File: src/rtl/xrg_pkg.sv
// ----------------------------------------------------------------------------
// xrg_pkg
// Shared types and constants of the xorshift128 range generator.
// ----------------------------------------------------------------------------
`default_nettype none

package xrg_pkg;

	// request codes
	localparam logic [1:0] REQ_RESEED = 2'd0;
	localparam logic [1:0] REQ_RAW    = 2'd1;
	localparam logic [1:0] REQ_RANGE  = 2'd2;

	// xorshift128 initial state and shift amounts
	localparam logic [31:0] INIT_A = 32'd123456789;
	localparam logic [31:0] INIT_B = 32'd362436069;
	localparam logic [31:0] INIT_C = 32'd521288629;
	localparam logic [31:0] INIT_D = 32'd88675123;
	localparam int unsigned SHIFT_A = 11;
	localparam int unsigned SHIFT_D = 19;
	localparam int unsigned SHIFT_T = 8;

	// one quotient bit per divider step
	localparam int unsigned DIV_STEPS = 32;
	localparam int unsigned CNT_W     = $clog2(DIV_STEPS);

	typedef struct packed {
		logic capture;   // latch the accepted request
		logic exec;      // reseed or advance, arm the divider
		logic div_step;  // one restoring divider step
		logic load_out;  // move the result into the output register
	} xrg_cmd_t;

	typedef struct packed {
		logic need_div;  // range draw with a nonzero span
		logic div_last;  // divider is on its final step
		logic out_free;  // output register can take a result this cycle
	} xrg_sts_t;

endpackage

`default_nettype wire

File: src/rtl/xrg_if.sv
// ----------------------------------------------------------------------------
// xrg request and response channels
// Valid/ready stream interfaces carrying the request and result beats.
// ----------------------------------------------------------------------------
`default_nettype none

interface xrg_req_if;
	logic        valid;
	logic        ready;
	logic [1:0]  req_type;
	logic [31:0] range_min;
	logic [31:0] range_max;

	modport source (output valid, output req_type, output range_min, output range_max,
		input ready);
	modport sink (input valid, input req_type, input range_min, input range_max,
		output ready);
endinterface

interface xrg_rsp_if;
	logic        valid;
	logic        ready;
	logic [31:0] draw_value;
	logic        zero_span;

	modport source (output valid, output draw_value, output zero_span, input ready);
	modport sink (input valid, input draw_value, input zero_span, output ready);
endinterface

`default_nettype wire

File: src/rtl/xrg_ctrl.sv
// ----------------------------------------------------------------------------
// xrg_ctrl
// Sequencer: accept a request, execute it, run the divider, hand off result.
// ----------------------------------------------------------------------------
`default_nettype none

module xrg_ctrl (
	input  wire logic             clk,
	input  wire logic             arst_n,
	input  wire logic             in_valid,
	output logic                  in_ready,
	output xrg_pkg::xrg_cmd_t     cmd,
	input  wire xrg_pkg::xrg_sts_t sts
);
	import xrg_pkg::*;

	typedef enum logic [3:0] {
		S_IDLE = 4'b0001,
		S_EXEC = 4'b0010,
		S_DIV  = 4'b0100,
		S_DONE = 4'b1000
	} state_t;

	state_t state_q;
	state_t state_d;

	always_comb begin
		state_d      = state_q;
		in_ready     = 1'b0;
		cmd          = '0;
		case (state_q)
			S_IDLE: begin
				in_ready = 1'b1;
				if (in_valid) begin
					cmd.capture = 1'b1;
					state_d     = S_EXEC;
				end
			end
			S_EXEC: begin
				cmd.exec = 1'b1;
				state_d  = sts.need_div ? S_DIV : S_DONE;
			end
			S_DIV: begin
				cmd.div_step = 1'b1;
				if (sts.div_last) begin
					state_d = S_DONE;
				end
			end
			S_DONE: begin
				// hold until the output register frees up
				if (sts.out_free) begin
					cmd.load_out = 1'b1;
					state_d      = S_IDLE;
				end
			end
			default: begin
				state_d = S_IDLE;
			end
		endcase
	end

	always_ff @(posedge clk or negedge arst_n) begin
		if (!arst_n) begin
			state_q <= S_IDLE;
		end else begin
			state_q <= state_d;
		end
	end

`ifndef SYNTHESIS
	a_accept_to_exec: assert property (@(posedge clk) disable iff (!arst_n)
		in_valid && in_ready |=> state_q == S_EXEC)
		else $error("accepted beat did not start execution");
	a_div_end: assert property (@(posedge clk) disable iff (!arst_n)
		state_q == S_DIV && sts.div_last |=> state_q == S_DONE)
		else $error("divider overran its step count");
	a_no_div_skip: assert property (@(posedge clk) disable iff (!arst_n)
		state_q == S_EXEC && !sts.need_div |=> state_q == S_DONE)
		else $error("divider started without a nonzero span");
	a_load_free: assert property (@(posedge clk) disable iff (!arst_n)
		cmd.load_out |-> sts.out_free)
		else $error("result loaded over a pending beat");
`endif

endmodule

`default_nettype wire

File: src/rtl/xrg_dp.sv
// ----------------------------------------------------------------------------
// xrg_dp
// State words, seed register, restoring divider and output register.
// ----------------------------------------------------------------------------
`default_nettype none

module xrg_dp (
	input  wire logic             clk,
	input  wire logic             arst_n,
	input  wire xrg_pkg::xrg_cmd_t cmd,
	output xrg_pkg::xrg_sts_t     sts,
	input  wire logic [1:0]       req_type,
	input  wire logic [31:0]      range_min,
	input  wire logic [31:0]      range_max,
	input  wire logic             seed_we,
	input  wire logic [63:0]      seed_wdata,
	output logic                  out_valid,
	input  wire logic             out_ready,
	output logic [31:0]           draw_value,
	output logic                  zero_span
);
	import xrg_pkg::*;

	logic [63:0]      seed_q;
	logic [31:0]      word_a_q, word_b_q, word_c_q, word_d_q;
	logic [1:0]       req_q;
	logic [31:0]      min_q, max_q;
	logic [31:0]      rem_q, dvd_q;
	logic [CNT_W-1:0] cnt_q;
	logic             out_valid_q;
	logic [31:0]      value_q;
	logic             flag_q;

	logic [31:0] span;
	logic [31:0] t_mix;
	logic [31:0] word_next;
	logic [32:0] rem_shift;
	logic [32:0] rem_diff;
	logic [31:0] result;
	logic        result_flag;

	assign span      = max_q - min_q;
	assign t_mix     = word_a_q ^ (word_a_q << SHIFT_A);
	assign word_next = word_d_q ^ (word_d_q >> SHIFT_D) ^ t_mix ^ (t_mix >> SHIFT_T);

	// restoring step: bring in the next dividend bit, subtract if it fits
	assign rem_shift = {rem_q, dvd_q[31]};
	assign rem_diff  = rem_shift - {1'b0, span};

	assign sts.need_div = (req_q == REQ_RANGE) && (span != '0);
	assign sts.div_last = (cnt_q == CNT_W'(DIV_STEPS - 1));
	assign sts.out_free = !out_valid_q || out_ready;

	always_comb begin
		result      = '0;
		result_flag = 1'b0;
		case (req_q)
			REQ_RAW: begin
				result = word_d_q;
			end
			REQ_RANGE: begin
				if (span == '0) begin
					result      = min_q;
					result_flag = 1'b1;
				end else begin
					result = rem_q + min_q;
				end
			end
			default: begin
				result = '0;
			end
		endcase
	end

	always_ff @(posedge clk or negedge arst_n) begin
		if (!arst_n) begin
			seed_q   <= '0;
			word_a_q <= INIT_A;
			word_b_q <= INIT_B;
			word_c_q <= INIT_C;
			word_d_q <= INIT_D;
		end else begin
			if (seed_we) begin
				seed_q <= seed_wdata;
			end
			if (cmd.exec) begin
				if (req_q == REQ_RESEED) begin
					word_a_q <= INIT_A ^ seed_q[63:32];
					word_b_q <= INIT_B ^ seed_q[31:0];
					word_c_q <= INIT_C ^ seed_q[63:32];
					word_d_q <= INIT_D ^ seed_q[31:0];
				end else if (req_q == REQ_RAW || req_q == REQ_RANGE) begin
					word_a_q <= word_b_q;
					word_b_q <= word_c_q;
					word_c_q <= word_d_q;
					word_d_q <= word_next;
				end
			end
		end
	end

	always_ff @(posedge clk) begin
		if (cmd.capture) begin
			req_q <= req_type;
			min_q <= range_min;
			max_q <= range_max;
		end
		if (cmd.exec) begin
			// new word becomes the dividend
			dvd_q <= word_next;
			rem_q <= '0;
			cnt_q <= '0;
		end else if (cmd.div_step) begin
			dvd_q <= {dvd_q[30:0], 1'b0};
			rem_q <= rem_diff[32] ? rem_shift[31:0] : rem_diff[31:0];
			cnt_q <= cnt_q + 1'b1;
		end
		if (cmd.load_out) begin
			value_q <= result;
			flag_q  <= result_flag;
		end
	end

	always_ff @(posedge clk or negedge arst_n) begin
		if (!arst_n) begin
			out_valid_q <= 1'b0;
		end else if (cmd.load_out) begin
			out_valid_q <= 1'b1;
		end else if (out_ready) begin
			out_valid_q <= 1'b0;
		end
	end

	assign out_valid  = out_valid_q;
	assign draw_value = value_q;
	assign zero_span  = flag_q;

endmodule

`default_nettype wire

File: src/rtl/xorshift128_range_generator.sv
// ----------------------------------------------------------------------------
// xorshift128_range_generator
// Xorshift128 generator serving reseed, raw draw and range draw requests.
// ----------------------------------------------------------------------------
//  channel  | dir | handshake          | beat
//  ---------+-----+--------------------+----------------------------------
//  req      | in  | req.valid/ready    | req_type, range_min, range_max
//  rsp      | out | rsp.valid/ready    | draw_value, zero_span
//  seed     | in  | seed_we            | seed_wdata (64-bit seed)
//
//  One request at a time: reseed and raw draws pass through execute and done;
//  a range draw with a nonzero span also runs the one-bit-per-cycle divider.
//  A finished result waits in the output register while the next beat is taken.
//  Reset loads the published xorshift128 state and clears the seed to zero.
//  A stalled response holds the sequencer only when a second result is ready.
// ----------------------------------------------------------------------------
`default_nettype none

module xorshift128_range_generator (
	input  wire logic   clk,
	input  wire logic   arst_n,
	xrg_req_if.sink     req,
	xrg_rsp_if.source   rsp,
	input  wire logic        seed_we,
	input  wire logic [63:0] seed_wdata
);
	import xrg_pkg::*;

	xrg_cmd_t cmd;
	xrg_sts_t sts;

	xrg_ctrl u_ctrl (
		.clk      (clk),
		.arst_n   (arst_n),
		.in_valid (req.valid),
		.in_ready (req.ready),
		.cmd      (cmd),
		.sts      (sts)
	);

	xrg_dp u_dp (
		.clk        (clk),
		.arst_n     (arst_n),
		.cmd        (cmd),
		.sts        (sts),
		.req_type   (req.req_type),
		.range_min  (req.range_min),
		.range_max  (req.range_max),
		.seed_we    (seed_we),
		.seed_wdata (seed_wdata),
		.out_valid  (rsp.valid),
		.out_ready  (rsp.ready),
		.draw_value (rsp.draw_value),
		.zero_span  (rsp.zero_span)
	);

endmodule

`default_nettype wire

File: src/flat_wrapper.sv
// flat-port wrapper written by rule: the top's interface ports become plain ports
module xorshift128_range_generator_flat import xrg_pkg::*;
  (clk, arst_n, seed_we, seed_wdata, req_valid, req_req_type, req_range_min, req_range_max, req_ready, rsp_valid, rsp_draw_value, rsp_zero_span, rsp_ready);
  xrg_req_if req_i ();
  xrg_rsp_if rsp_i ();
  input  wire logic clk;
  input  wire logic arst_n;
  input  wire logic seed_we;
  input  wire logic [63:0] seed_wdata;
  input wire logic [$bits(req_i.valid)-1:0] req_valid;
  input wire logic [$bits(req_i.req_type)-1:0] req_req_type;
  input wire logic [$bits(req_i.range_min)-1:0] req_range_min;
  input wire logic [$bits(req_i.range_max)-1:0] req_range_max;
  output wire logic [$bits(req_i.ready)-1:0] req_ready;
  output wire logic [$bits(rsp_i.valid)-1:0] rsp_valid;
  output wire logic [$bits(rsp_i.draw_value)-1:0] rsp_draw_value;
  output wire logic [$bits(rsp_i.zero_span)-1:0] rsp_zero_span;
  input wire logic [$bits(rsp_i.ready)-1:0] rsp_ready;
  assign req_i.valid = req_valid;
  assign req_i.req_type = req_req_type;
  assign req_i.range_min = req_range_min;
  assign req_i.range_max = req_range_max;
  assign req_ready = req_i.ready;
  assign rsp_valid = rsp_i.valid;
  assign rsp_draw_value = rsp_i.draw_value;
  assign rsp_zero_span = rsp_i.zero_span;
  assign rsp_i.ready = rsp_ready;
  xorshift128_range_generator u_core (.clk(clk), .arst_n(arst_n), .req(req_i), .rsp(rsp_i), .seed_we(seed_we), .seed_wdata(seed_wdata));
endmodule
File: config.mk
export PLATFORM = sky130hd
export DESIGN_NAME = xorshift128_range_generator_flat
export DESIGN_NICKNAME = d
export VERILOG_FILES = /design/src/rtl/xrg_pkg.sv /design/src/rtl/xrg_if.sv /design/src/rtl/xrg_ctrl.sv /design/src/rtl/xrg_dp.sv /design/src/rtl/xorshift128_range_generator.sv /design/src/flat_wrapper.sv
export SDC_FILE = /design/constraint.sdc
export NUM_CORES = 1
export LEC_CHECK = 0
export BUFFER_PORTS_ARGS = -buffer_cell sky130_fd_sc_hd__buf_4
export CORE_ASPECT_RATIO = 0.6
export CORE_MARGIN = 2
export CORE_UTILIZATION = 40
export CTS_CLUSTER_DIAMETER = 60
export DETAILED_ROUTE_END_ITERATION = 7
export MAX_ROUTING_LAYER = met4
export SYNTH_ARGS = -nofsm -noshare
export SYNTH_HDL_FRONTEND = slang
export SYNTH_SLANG_ARGS = --single-unit
File: constraint.sdc
create_clock -name clk -period 5.9 [get_ports clk]
set_clock_uncertainty 0.1 [all_clocks]
set_input_delay 1.18 -clock clk [delete_from_list [all_inputs] [get_ports clk]]
set_output_delay 1.18 -clock clk [all_outputs]
set_load 0.1 [all_outputs]
==> Word-level counts from Yosys, hierarchy flattened <==
Index checks and enable logic that the tools add are counted.
{ "totals": {"regBits": 365, "latchBits": 0, "ram_bits": 0, "romBits": 0, "inputBits": 135, "mem_count": 0} }
{ "classes": {"n_addsub": 4, "n_mul": 0, "div_mod_pow": 0, "magnitude_cmp": 0, "n_eq_ne": 10, "shift": 0, "muxes": 28, "n_bitwise": 8, "reduce_logical": 12} }
{ "ops": {"columns": ["cell", "n"], "rows": [
  ["32-bit 2-to-1 mux", 12],
  ["32-bit one-hot mux with 2 select lines", 1],
  ["32-bit bitwise XOR", 2],
  ["33-bit by 32-bit subtractor with 33-bit output", 1],
  ["32-bit adder", 1],
  ["32-bit zero test", 1],
  ["16-bit NOT", 2],
  ["32-bit nonzero test", 1],
  ["32-bit subtractor", 1],
  ["32-bit by 13-bit bitwise XOR with 32-bit output", 1],
  ["32-bit by 24-bit bitwise XOR with 32-bit output", 1],
  ["17-bit NOT", 1],
  ["4-bit 2-to-1 mux", 4],
  ["4-bit one-hot mux with 4 select lines", 1],
  ["12-bit NOT", 1],
  ["1-bit 2-to-1 mux", 10],
  ["2-bit nonzero test", 3],
  ["5-bit by 1-bit adder with 5-bit output (second input constant)", 1],
  ["5-bit equality test (second input constant)", 1],
  ["4-bit by 1-bit equality test with 1-bit output (second input constant)", 1],
  ["4-bit by 2-bit equality test with 1-bit output (second input constant)", 1],
  ["4-bit by 3-bit equality test with 1-bit output (second input constant)", 1],
  ["4-bit equality test (second input constant)", 1],
  ["2-bit by 1-bit inequality test with 1-bit output (second input constant)", 2],
  ["other kinds (9)", 10]
]} }

==> Longest topological paths before layout <==
{ "logic_depth": {"word_depth": 5, "depth_mapped": 30} }

==> By module <==
From an unflattened synthesis, not the netlist that was laid out.
{ "unflattened": {"cells_unflattened": 2199, "hier_area_um2": 21565.7} }
{ "by_module_without_submodules": {"columns": ["mod", "n_inst", "cells_per_inst", "area_per_inst_um2"], "rows": [
  ["xrg_dp", 1, 2173, 21311.7],
  ["xrg_ctrl", 1, 26, 254.0]
]} }

==> Least setup slack after synthesis <==
Ideal clock, no wire load.
{ "synth_timing": {"kind": "register to register", "startpoint": "register u_core.u_ctrl.state_q[0]", "endpoint": "register u_core.u_dp.max_q[0] (enable)", "setup_time_ps": 430, "t_arrival_ps": 5726, "required_ps": 5370, "setup_slack_ps": -356, "stages_incl_launch_ff": 3, "cell_sequence": "dfstp_2 nor4b_1 and2_1"} }
{ "synth_rtl": {"columns": ["element", "line_no", "text"], "rows": [
  ["start: declaration", "xrg_ctrl.sv:24", "state_t state_q;"],
  ["start signal: assignment", "xrg_ctrl.sv:66", "state_q <= state_d;"],
  ["end signal: assignment", "xrg_dp.sv:106", "max_q <= range_max;"],
  ["end: declaration", "xrg_dp.sv:27", "logic [31:0] min_q, max_q;"]
]} }

==> Final worst setup path <==
{ "layout_timing": {"startpoint": "register u_core.u_dp.min_q[1]", "endpoint": "register u_core.u_dp.rem_q[10]"} }
{ "layout_via": {"elab_chain_cells": 3} }
{ "layout_rtl": {"columns": ["element", "line_no", "text"], "rows": [
  ["start: declaration", "xrg_dp.sv:27", null],
  ["start signal: assignment", "xrg_dp.sv:105", "min_q <= range_min;"],
  ["32-bit subtractor", "xrg_dp.sv:42", "assign span = max_q - min_q;"],
  ["33-bit by 32-bit subtractor with 33-bit output", "xrg_dp.sv:48", "assign rem_diff = rem_shift - {1'b0, span};"],
  ["32-bit 2-to-1 mux", "xrg_dp.sv:115", "rem_q <= rem_diff[32] ? rem_shift[31:0] : rem_diff[31:0];"],
  ["end signal: assignment", "xrg_dp.sv:115", null],
  ["end: declaration", "xrg_dp.sv:28", "logic [31:0] rem_q, dvd_q;"]
]} }
Every way passes these cells.
A chain may end at the register's enable or synchronous reset.

==> qor.yml <==
status: "completed"
initial_core_util_pct: 40.6
cp-end-kind: "flop"
finalPower_uw: 12300
wire_per_inst_um: 20.0
grt_pass1_wl_mm: 92.8
die_area_um2: 53900
yosysSeqAreaShare_pct: 46.6
areaGrowthSynthToFinish_pct: 19.8
synthDistinctLibCells: 96
final_cell_mix: "nand2_1, buf_4, o21ai_0"
drt-total-wl_mm: 60.6
critical_path_class: "flop to flop"
drt_first_pass_iters: 6
p_leak_uw: 0.0104
drt-initial-drc-count: 1456
antenna_found_initial: 2
synth_ff_type: "dfrtp_1"
arrival_ns: 6.10
synth_top_area_cell: "edfxtp_1"
ys_ff_latch: 365
r2r_start: "u_core.u_dp.min_q[1]"
grt_usage_pct: 22.8
vias: 16500
hold_ws_ns: 0.361
r2r_slack_ns: 0.17
cts_tree: "yes"
io_pins: 170
min_period_ns: 5.73
finalNetCount: 2540
grt_max_degree: 126
vdd_drop_max_uv: 364
core_um2: 51200
place_congestion: 0.926
synth_warnings: 0
slew_violations: 0
worstSetupStartpointType: "flop"
cts_sinks: 365
min_from: "u_core.u_dp.cnt_q[4]"
synthArstFlopShare_pct: 54.0
syn_inst: 2103
hold_viol: 0
hold_path_class: "flop to flop"
synth_top_area_share_pct: 18.9
placed_area_um2: 23200
slowest_delay_ns: 0.40
postSynthAreaPerCell_um2: 9.89
whs_endpoint: "u_core.u_dp.cnt_q[4]"
synth_fp_nets: 2333
max_freq_mhz: 175
route.detailed.drc: 0
grt_pass1_vias: 15700
fillers: 4710
worstPathMaxFanout: 9
avgViaCountPerCell: 5.42
r2r-end: "u_core.u_dp.rem_q[10]"
num_rows: 64
tightest_slew_ns: 1.06
slew_headroom_pct: 28.5
cts_inserted_buffers: 39
period_share_pct: 97.0
portBuffers: 169
min_path_cells: 2
reg2regPathDepth: 30
cap_violations: 0
h-tree-depth: 2
cp.required_ns: 6.27
die_h_um: 181
power_density_nw_per_um2: 492
synth_edf_count: 131
final_common_cell: "nand2_1"
grt_overflow: 0
fin_area_um2: 24900
clk_pin_slew_ns: 0.06
postRouteAntennaNets: 0
cts_hold_buf: 0
fp.dieW_um: 298
synthesis.area_um2: 20800
clockRootBuffer: "clkbuf_16"
finalSetupViolCount: 0
post-dp-hpwl_mm: 44.7
layout-drive-gt1-share_pct: 22.6
crit_slowest_cell: "edfxtp_1"
n_antenna_cell: 0
clk-insertion-delay-late_ns: 0.56
clockBufferDepth: 3
yosys-top-cells-area: "edfxtp_1, dfrtp_1, dfstp_2"
[cells in the mapped netlist (all sizes together) (70+ instances only)]
cell type,number
nand2,262
o21ai,255
a21oi,152
nor2,147
dfrtp,135
edfxtp,131
xnor2,121
ha,92
inv,82
clkbuf,80
mux2i,71
mux2,70
[worst max path at each step]
stage,start,cells after the start,endpoint
floorplan,u_core.u_dp.min_q[1],27,u_core.u_dp.rem_q[22]
global placement,u_core.u_dp.min_q[14],27,u_core.u_dp.rem_q[1]
detailed placement,u_core.u_dp.min_q[0],24,u_core.u_dp.rem_q[1]
CTS,u_core.u_dp.min_q[14],30,u_core.u_dp.rem_q[22]
global route,u_core.u_dp.min_q[1],30,u_core.u_dp.rem_q[10]
finish,u_core.u_dp.min_q[1],30,u_core.u_dp.rem_q[10]
[report_power, final]
part           leakage, uW  switching (uW)  internal, uW  total [uW]
Clock             0.000670            1080          1560        2640
Sequential         0.00383             621          3440        4060
Combinational      0.00590            3260          2280        5550
[flip-flops by register name, indices dropped and copies added, names as in the netlist, 32 cells and up]
signal / flops
u_core.u_dp.word_d_q: 32
u_core.u_dp.seed_q: 64
u_core.u_dp.word_a_q: 32
u_core.u_dp.min_q: 32
u_core.u_dp.word_b_q: 32
u_core.u_dp.draw_value: 32
u_core.u_dp.max_q: 32
u_core.u_dp.word_c_q: 32
u_core.u_dp.rem_q: 32
u_core.u_dp.dvd_q: 32
[final cells by class]
type	count	area [um2]	area share, %
multi-input cells	1559	10600	42.7
flip-flops and latches	365	9680	38.9
repair buffers	263	2040	8.19
clock buffers	52	1120	4.49
well taps	693	867	3.48
inverters	82	308	1.24
clock inverters	20	249	1.00
[logic make-up (layout without fill, tap and decap cells)]
kind of cell / after synthesis / after routing / synth area share, %
AO/OA/AOI/OAI: 591 / 591 / 17.5
XOR/XNOR: 176 / 176 / 7.41
adder cells (fa/ha/maj): 98 / 98 / 5.98
buffers and inverters: 179 / 417 / 3.44
flip-flops: 365 / 365 / 46.6
multiplexers: 141 / 141 / 7.21
AND/OR/NAND/NOR: 553 / 553 / 11.9
[worst max-delay path, delay by kind of cell, from the launching register on]
kind / cells / cell delay, ns
xor gates and xnor gates: 1 / 0.18
adders and majority gates: 2 / 0.47
and+or+nand+nor: 4 / 0.44
buffers and inverters: 8 / 1.21
AOI/OAI and AO/OA: 15 / 2.83
DFF: 1 / 0.40
[what timing repair did]
action | in CTS | in global routing
cloned | 0 | 1
gates resized for setup | 6 | 35
endpoints found under the hold margin | 0 | 0
buffers inserted | 3 | 9
setup endpoints to repair | 28 | 58
pin swaps | 5 | 20
[layer usage]
metal / track usage [%] / part of all wire, % / up-vias
li1: - / - / 7916
met1: 35.6 / 51 / 7909
met2: 29.8 / 39 / 545
met3: 4.36 / 7.8 / 81
met4: 5.19 / 2.1 / 0
met5: - / 0 / -
[through the flow]
stage	cells	setup slack [ns]	util (%)	setup TNS, ns
3_5_place_dp	2949	-0.207	45.4	-2.35
5_1_grt	3034	-0.0204	48.7	-0.0997
2_1_floorplan	2103	0.460	-	0
6_report	3034	0.174	48.7	0
4_1_cts	3024	0.00110	48.2	0
3_3_place_gp	2949	-0.0370	45.4	-0.0484
Power figures use the tool's default switching activity.
